## src/hdl/adt_pkg.sv

```systemverilog
// shared types, constants and state codes of the aging descriptor table
// depends on nothing
package adt_pkg;

  localparam int TABLE_DEPTH_DEF = 64;
  localparam int CFG_IDX_W = 2;
  localparam int CFG_DATA_W = 16;

  localparam logic [CFG_IDX_W-1:0] CFG_RETENTION = 2'd0;
  localparam logic [CFG_IDX_W-1:0] CFG_ACCEPTED = 2'd1;

  localparam logic [15:0] RETENTION_RESET = 16'd2000;
  localparam logic [9:0] ACCEPTED_RESET = 10'd1023;

  localparam logic CMD_ADD = 1'b0;
  localparam logic CMD_LOOKUP = 1'b1;

  typedef struct packed {
    logic        command;
    logic [31:0] timestamp_ms;
    logic [15:0] key_id;
    logic [9:0]  type_mask;
    logic [31:0] payload;
  } in_item_t;

  typedef struct packed {
    logic        hit;
    logic [31:0] hit_payload;
    logic [9:0]  hit_type;
    logic        dropped;
    logic        rejected;
  } out_item_t;

  // classified request as queued between front and back
  typedef struct packed {
    logic        command;
    logic        type_ok;
    logic [31:0] limit;
    logic [31:0] timestamp_ms;
    logic [15:0] key_id;
    logic [9:0]  type_mask;
    logic [31:0] payload;
  } req_t;

  typedef struct packed {
    logic valid;
    req_t req;
  } req_chan_t;

  typedef struct packed {
    logic [31:0] time_ms;
    logic [15:0] key_id;
    logic [9:0]  type_mask;
    logic [31:0] payload;
  } entry_t;

  typedef enum logic [2:0] {
    S_IDLE,
    S_EXP_RD,
    S_EXP_CHK,
    S_ACT,
    S_SCAN_RD,
    S_SCAN_CHK
  } back_state_t;

endpackage

```

## src/hdl/adt_front.sv

```systemverilog
// front end: takes requests, classifies them and holds them in a two deep queue
// depends on adt_pkg
module adt_front (
  input  logic              clk,
  input  logic              rst,
  input  logic              start,
  output logic              busy,
  input  adt_pkg::in_item_t item,
  input  logic [15:0]       retention_ms,
  input  logic [9:0]        accepted_types,
  output adt_pkg::req_chan_t q_out,
  input  logic              pop
);

  adt_pkg::req_t q [2];
  logic       wr_ptr;
  logic       rd_ptr;
  logic [1:0] fill;
  logic       push;
  adt_pkg::req_t cls;

  assign busy = fill[1];
  assign push = start && !busy;

  // saturating threshold and type acceptance
  always_comb begin
    cls.command = item.command;
    cls.type_ok = (item.type_mask & accepted_types) != 10'd0;
    cls.limit = (item.timestamp_ms > {16'd0, retention_ms}) ?
                item.timestamp_ms - {16'd0, retention_ms} : 32'd0;
    cls.timestamp_ms = item.timestamp_ms;
    cls.key_id = item.key_id;
    cls.type_mask = item.type_mask;
    cls.payload = item.payload;
  end

  always_ff @(posedge clk) begin
    if (rst) begin
      wr_ptr <= 1'b0;
      rd_ptr <= 1'b0;
      fill <= 2'd0;
    end else begin
      if (push) begin
        q[wr_ptr] <= cls;
        wr_ptr <= ~wr_ptr;
      end
      if (pop) begin
        rd_ptr <= ~rd_ptr;
      end
      fill <= fill + {1'b0, push} - {1'b0, pop};
    end
  end

  assign q_out.valid = fill != 2'd0;
  assign q_out.req = q[rd_ptr];

endmodule

```

## config.mk

```make
export PLATFORM = sky130hd
export DESIGN_NAME = adt_front
export DESIGN_NICKNAME = d
export VERILOG_FILES = /design/src/hdl/adt_pkg.sv /design/src/hdl/adt_front.sv
export SDC_FILE = /design/constraint.sdc
export NUM_CORES = 1
export LEC_CHECK = 0
export ABC_AREA = 1
export BUFFER_PORTS_ARGS = -buffer_cell sky130_fd_sc_hd__buf_2
export CAP_MARGIN = 0
export CORE_MARGIN = 1
export CORE_UTILIZATION = 40
export DETAILED_ROUTE_END_ITERATION = 16
export PLACE_DENSITY = 0.69
export RECOVER_POWER = 50
export SLEW_MARGIN = 30
export SYNTH_ARGS = -nofsm -noshare
export SYNTH_HDL_FRONTEND = slang
export SYNTH_SLANG_ARGS = --single-unit
export TNS_END_PERCENT = 1
```

## constraint.sdc

```tcl
create_clock -name clk -period 13.1 [get_ports clk]
set_input_delay 1.965 -clock clk [delete_from_list [all_inputs] [get_ports clk]]
set_output_delay 1.965 -clock clk [all_outputs]
set_load 0.05 [all_outputs]
```

==> metrics, run 1 <==
required time of the critical path roughly 13 ns; Synth area leaders edfxtp_1, mux2_2, nand2_1; register bit total from synthesis approximately 250; P_sw about 0.0006 W; # clock sinks 253; hold buffer count at CTS 0; WL/cell approximately 16 microns; WP buf/inv 2; Die X-Extent approximately 170 microns; WL final about 24 mm; Worst-Skew Late Latency between 0.5 and 0.6 ns; post-synth net total 961; WP data arrival roughly 5.5 ns; # diodes 0; count leader, synth edfxtp_1; drt drc 0; Cell variety after synth 32; combinational share of power 19.5%; Routability Congestion ~0.88; Rows 60; Critical-path top delay cell clkbuf_1; IO Port Bufs roughly 250; EDFF count, synth 248; Int Pwr between 0.001 and 0.0015 W; final setup TNS 0 ns; Top Family by Delay on Critical Path buffers and inverters; FILL cells roughly 2,400; post-DP HPWL between 15 and 20 mm; clock root cell clkbuf_16; Final Max Tran Viols ~180; Multi-input gate area around 0.0032 sq mm; CP Capture Type register; nets roughly 1,200; Worst setup SP type input port; pin count of the biggest net entering global routing a little over 90; total number of vias approximately 6,900; status complete, but fails checks; Initial Utilization 41.0%; post-synth top area share about two thirds; Max Clock Freq around 0.18 GHz; Power Dens Cells roughly 160 mW/mm^2; critical-path cell list clkbuf_1 -> nand3_1 -> nor2_4 -> clkbuf_1; leakage 5.22 nW; initial antenna violation count 1; post-CTS sizing 0; Core ar. roughly 0.027 sq mm; HP Class reg2reg; part of the power in registers ~46%; 1st-pass router iterations 5; RSZ-0062 raised after global routing false; layout cells sized above 1 about a third; sequential share of the synthesized area approximately 68%; CTS H-tree depth 1; CTS Buf Count 26; first-pass GRT wire length ~37 mm; Synth top cells by count edfxtp_1, nand2_1, mux2_2; vias in the first global route between 7,000 and 8,000; Post-Place Setup Slack around 9 ns; Die Ht ~170 microns; Seq. cell area roughly 0.0076 sq mm; total grt overflow 0; WS Path Type in2reg; Primary FF master, synth edfxtp_1; Area Overhead vs Synth 21.6%; post-synthesis cell area roughly 0.011 sq mm; final worst setup slack between 7 and 8 ns; hold_sp wr_ptr; Crit Path Max Fanout between 70 and 80; die area about 0.028 sq mm; Slew HR -194%; Clk network pwr share 34.3%; clock-pin slew on the worst setup and hold paths ~0.06 ns; Max Cap Violations 3; GRT Util Overall between 15 and 20%; setup bufs post-CTS 0; CTS tree done; hold slack between 0.4 and 0.5 ns; async set-reset flop share out of synthesis 0%; clock tree buffer depth 3; Worst Skew approximately 0.011 ns; maximum VDD drop between 0.1 and 0.15 mV; IO Pins between 200 and 250; Setup crit start start; post-synthesis cell count 821; switching portion of total power between 20% and 30%; area leader, netlist edfxtp_1; crit-path most repeated cell clkbuf_1; Final setup viols 0; Tcrit/Tclk final approximately 42%; CP max stage delay around 3 ns; slew of the pin with the lowest slew margin approximately 4.4 ns; Final ANT Viol Nets 0; Vias/cell 4.71; final worst path period need between 5 and 6 ns; R2R Path Start fill[1]; Synth Warn # 0; syn avg cell area between 10 and 15 sq um; failing checks max-capacitance violations, max-slew violations; Final Hold Fails 0; initial drt markers 358
-- worst min-delay path: cells and delay by family (launching register included) --
kind / cells / cell delay [ns]
compound gates: 1 / 0.05
flops: 1 / 0.31
simple gates: 1 / 0.06
-- routing by layer --
metal	track usage [%]	share of wire, %
met5	0	0.054
met1	21.2	43
met3	4.00	6.8
met2	28.1	47
met4	4.70	2.5
-- through the flow --
step / total power, W / utilization (%) / cells / instance area, sq um
after floorplan: 0.00130 / - / 821 / 11100
after global placement: 0.00139 / 47.2 / 1429 / 12800
after detailed placement: 0.00140 / 47.2 / 1429 / 12800
after CTS: 0.00212 / 50.2 / 1475 / 13600
after global routing: 0.00218 / 49.9 / 1475 / 13500
final: 0.00210 / 49.9 / 1475 / 13500
-- final timing paths --
path,slack (ns),to,cells past startpoint
worst max-delay path,7.60,q[0][87],4
worst min-delay path,0.46,wr_ptr,2
worst max register to register,8.76,q[0][87],4
worst min register to register,0.46,wr_ptr,2
-- final cells by class --
| cell class | count | area share, % |
|---|---|---|
| clock buffers | 33 | 5.01 |
| inverters | 88 | 2.46 |
| well taps | 372 | 3.44 |
| clock inverters | 13 | 1.12 |
| flip-flops and latches | 253 | 55.9 |
| multi-input cells | 464 | 23.3 |
| repair buffers | 252 | 8.76 |
-- placed cells by master (no fill, tap or decap), drive strengths merged, types with 18 or more instances in the layout --
master,synthesis,layout
a21oi,25,25
buf,15,183
clkbuf,1,102
edfxtp,248,248
ha,18,18
inv,88,88
mux2,124,124
nand2,144,144
nand3,26,26
nor2,84,84
-- flip-flops by register name, summed over array words and instances (netlist names), named ones only --
name and flops:
q 248, fill 2, rd_ptr 1, wr_ptr 1
-- logic make-up after synthesis --
family	Yosys count	share of synthesized area (%)
and+or+nand+nor	273	10.6
DFF	253	67.9
muxes	124	12.6
buffers and inverters	104	3.82
AOI/OAI and AO/OA	31	1.53
adders and majority gates	19	2.21
xor gates and xnor gates	17	1.34
-- power by group through the flow --
stage | combinational (W) | sequential (W) | clock (W)
floorplan | 0.000310 | 0.000988 | 0
global placement | 0.000412 | 0.000980 | 0
detailed placement | 0.000415 | 0.000982 | 0
CTS | 0.000417 | 0.000965 | 0.000738
global route | 0.000436 | 0.000973 | 0.000767
finish | 0.000408 | 0.000969 | 0.000718
Power figures use the tool's default switching activity.
==> inputs of run 2 (changes only) <==
PLACE_DENSITY = 0.71   (was 0.69)
clock period = 4.7 ns   (was 13.1 ns; I/O delays follow)
==> metrics, run 2 (synthesized netlist as in run 1, its figures left out) <==
RSZ-0062 raised after global routing false; 1st-pass router iterations 5 (unchanged); final worst path period need between 3 and 4 ns; Power Dens Cells 436 mW/mm^2 (+180%); Largest register FFs 248 (unchanged); Hold Path Stages 1 (-1); R2R depth 4 (unchanged); Total Power 0.00592 W (+180%); die area 0.0285 sq mm (unchanged); part of the power in registers 45.8% (-0.4 points); Critical-path top delay cell clkbuf_2; Reg with most FFs q; switching portion of total power 29.3% (+0.46 points); first-pass GRT wire length 37.3 mm (+1.8%); post-DP HPWL 16.9 mm (-0.11%); Final Max Tran Viols 250 (+43%); slew of the pin with the lowest slew margin 3.40 ns (-1.01 ns); Worst-Skew Late Latency 0.53 ns (about the same); hold slack 0.357 ns (-0.106 ns); clock-pin slew on the worst setup and hold paths 0.06 ns (about the same); Int Pwr 0.00419 W (+180%); Tcrit/Tclk final between 70 and 80%; WL final 24.6 mm (+2.5%); maximum VDD drop 0.360 mV (+240%); IO Pins 247 (unchanged); CTS Buf Count 28 (+7.7%); commonest non-fill, non-tap cell in the layout edfxtp_1; required time of the critical path 4.77 ns (-8.36 ns); initial drt markers 356 (-0.56%); initial antenna violation count 0 (-1); clock tree buffer depth 3 (unchanged); Routability Congestion 0.873 (-0.86%); vias in the first global route 6,940 (-1.2%); # clock sinks 253 (unchanged); critical-path cell list inv_1 -> nand2_1 -> nor3_4 -> clkbuf_2; Max Cap Violations 2 (-1); Die X-Extent 169 microns (unchanged); WS Path Type reg2reg; Initial Utilization 41.0% (unchanged); IO Port Bufs 246 (unchanged); Rows 60 (unchanged); Slew HR -127% (+68 points); total number of vias 7,147 (+3.0%); Max Clock Freq between 0.2 and 0.3 GHz; post-CTS sizing 0 (unchanged); status complete, but fails checks; CP Capture Type register; combinational share of power 19.3% (-0.2 points); CTS H-tree depth 1 (unchanged); pin count of the biggest net entering global routing 125 (+36%); clock root cell clkbuf_16; Worst Skew 0.00971 ns (-0.00113 ns); CTS tree done; CP max stage delay 2.36 ns (-0.71 ns); setup bufs post-CTS 0 (unchanged); Area Overhead vs Synth 22.2%; nets 1,224 (-0.082%); hold buffer count at CTS 0 (unchanged); Clk network pwr share 34.9% (+0.6 points); P_sw 0.00173 W (+190%); Largest regs q: 248 flops, fill: 2 flops; layout cells sized above 1 35.6% (+1.5 points); Die Ht 169 microns (unchanged); GRT Util Overall 16.9% (+0.30 points); final setup TNS 0 ns (unchanged); most frequent cells in the layout edfxtp_1, buf_2, nand2_1; Worst setup SP type register; Final Hold Fails 0 (unchanged); leakage 5.29 nW (+1.3%); Vias/cell 4.84 (+2.8%); total grt overflow 0 (unchanged); drt drc 0 (unchanged); placed cells 1,426 (-0.21%); Final ANT Viol Nets 0 (unchanged); WL/cell 16.7 microns (+2.4%); failing checks max-capacitance violations, max-slew violations; HP Class in2reg; Final setup viols 0 (unchanged); # diodes 0 (unchanged); Core ar. 0.0271 sq mm (unchanged); Crit Path Max Fanout 124 (+63%); final cell count without fillers 1,477 (+0.14%); WP data arrival 3.68 ns (-1.85 ns)
-- run 2: changes by cell type in the layout (fill, tap and decap cells not counted), moves of 2 or more --
cell,before,now
clkbuf_16,26,28
buf_2,181,189
clkbuf_2,0,2
clkbuf_1,76,59
clkinv_2,3,8
clkinv_1,4,7
-- run 2: power by group through the flow --
stage / combinational, W / sequential, W / clock (W)
after CTS: 0.00117 / 0.00270 / 0.00212
after floorplan: 0.000867 / 0.00274 / 0
final: 0.00114 / 0.00271 / 0.00206
after detailed placement: 0.00116 / 0.00274 / 0
after global placement: 0.00115 / 0.00274 / 0
after global routing: 0.00122 / 0.00273 / 0.00221
-- run 2: cell type report --
class / instances / area (sq um)
Inverter: 88 / 333
Sequential cell: 253 / 7550
Multi-Input combinational cell: 464 / 3160
Tap cell: 372 / 465
Timing Repair Buffer: 249 / 1190
Fill cell: 2395 / 13500
Clock buffer: 30 / 708
Clock inverter: 21 / 175
-- run 2: metal layers --
metal / routed length [microns] / track usage (%)
met1: 10500 / 21.5
met2: 11900 / 29.0
met3: 1680 / 3.79
met4: 565 / 4.70
met5: 0 / 0
-- run 2: final timing paths --
check        slack [ns]     start        end
min reg2reg        0.47    wr_ptr     wr_ptr
max reg2reg        1.09   fill[1]  q[1][117]
min                0.36  item[12]   q[0][12]
max                1.09   fill[1]  q[1][117]
-- run 2: critical path, delay by kind of cell, from the launching register on --
| family | cells | cell delay [ns] |
|---|---|---|
| AND/OR/NAND/NOR | 2 | 0.23 |
| buffers and inverters | 2 | 2.45 |
| flip-flops | 1 | 0.34 |
-- run 2: metrics by stage --
stage	setup slack (ns)	util, %	instance area (sq um)
2_1_floorplan	0.224	-	11100
3_3_place_gp	1.98	47.2	12800
3_5_place_dp	1.96	47.2	12800
4_1_cts	1.41	50.5	13700
5_1_grt	0.782	50.1	13600
6_report	1.09	50.1	13600
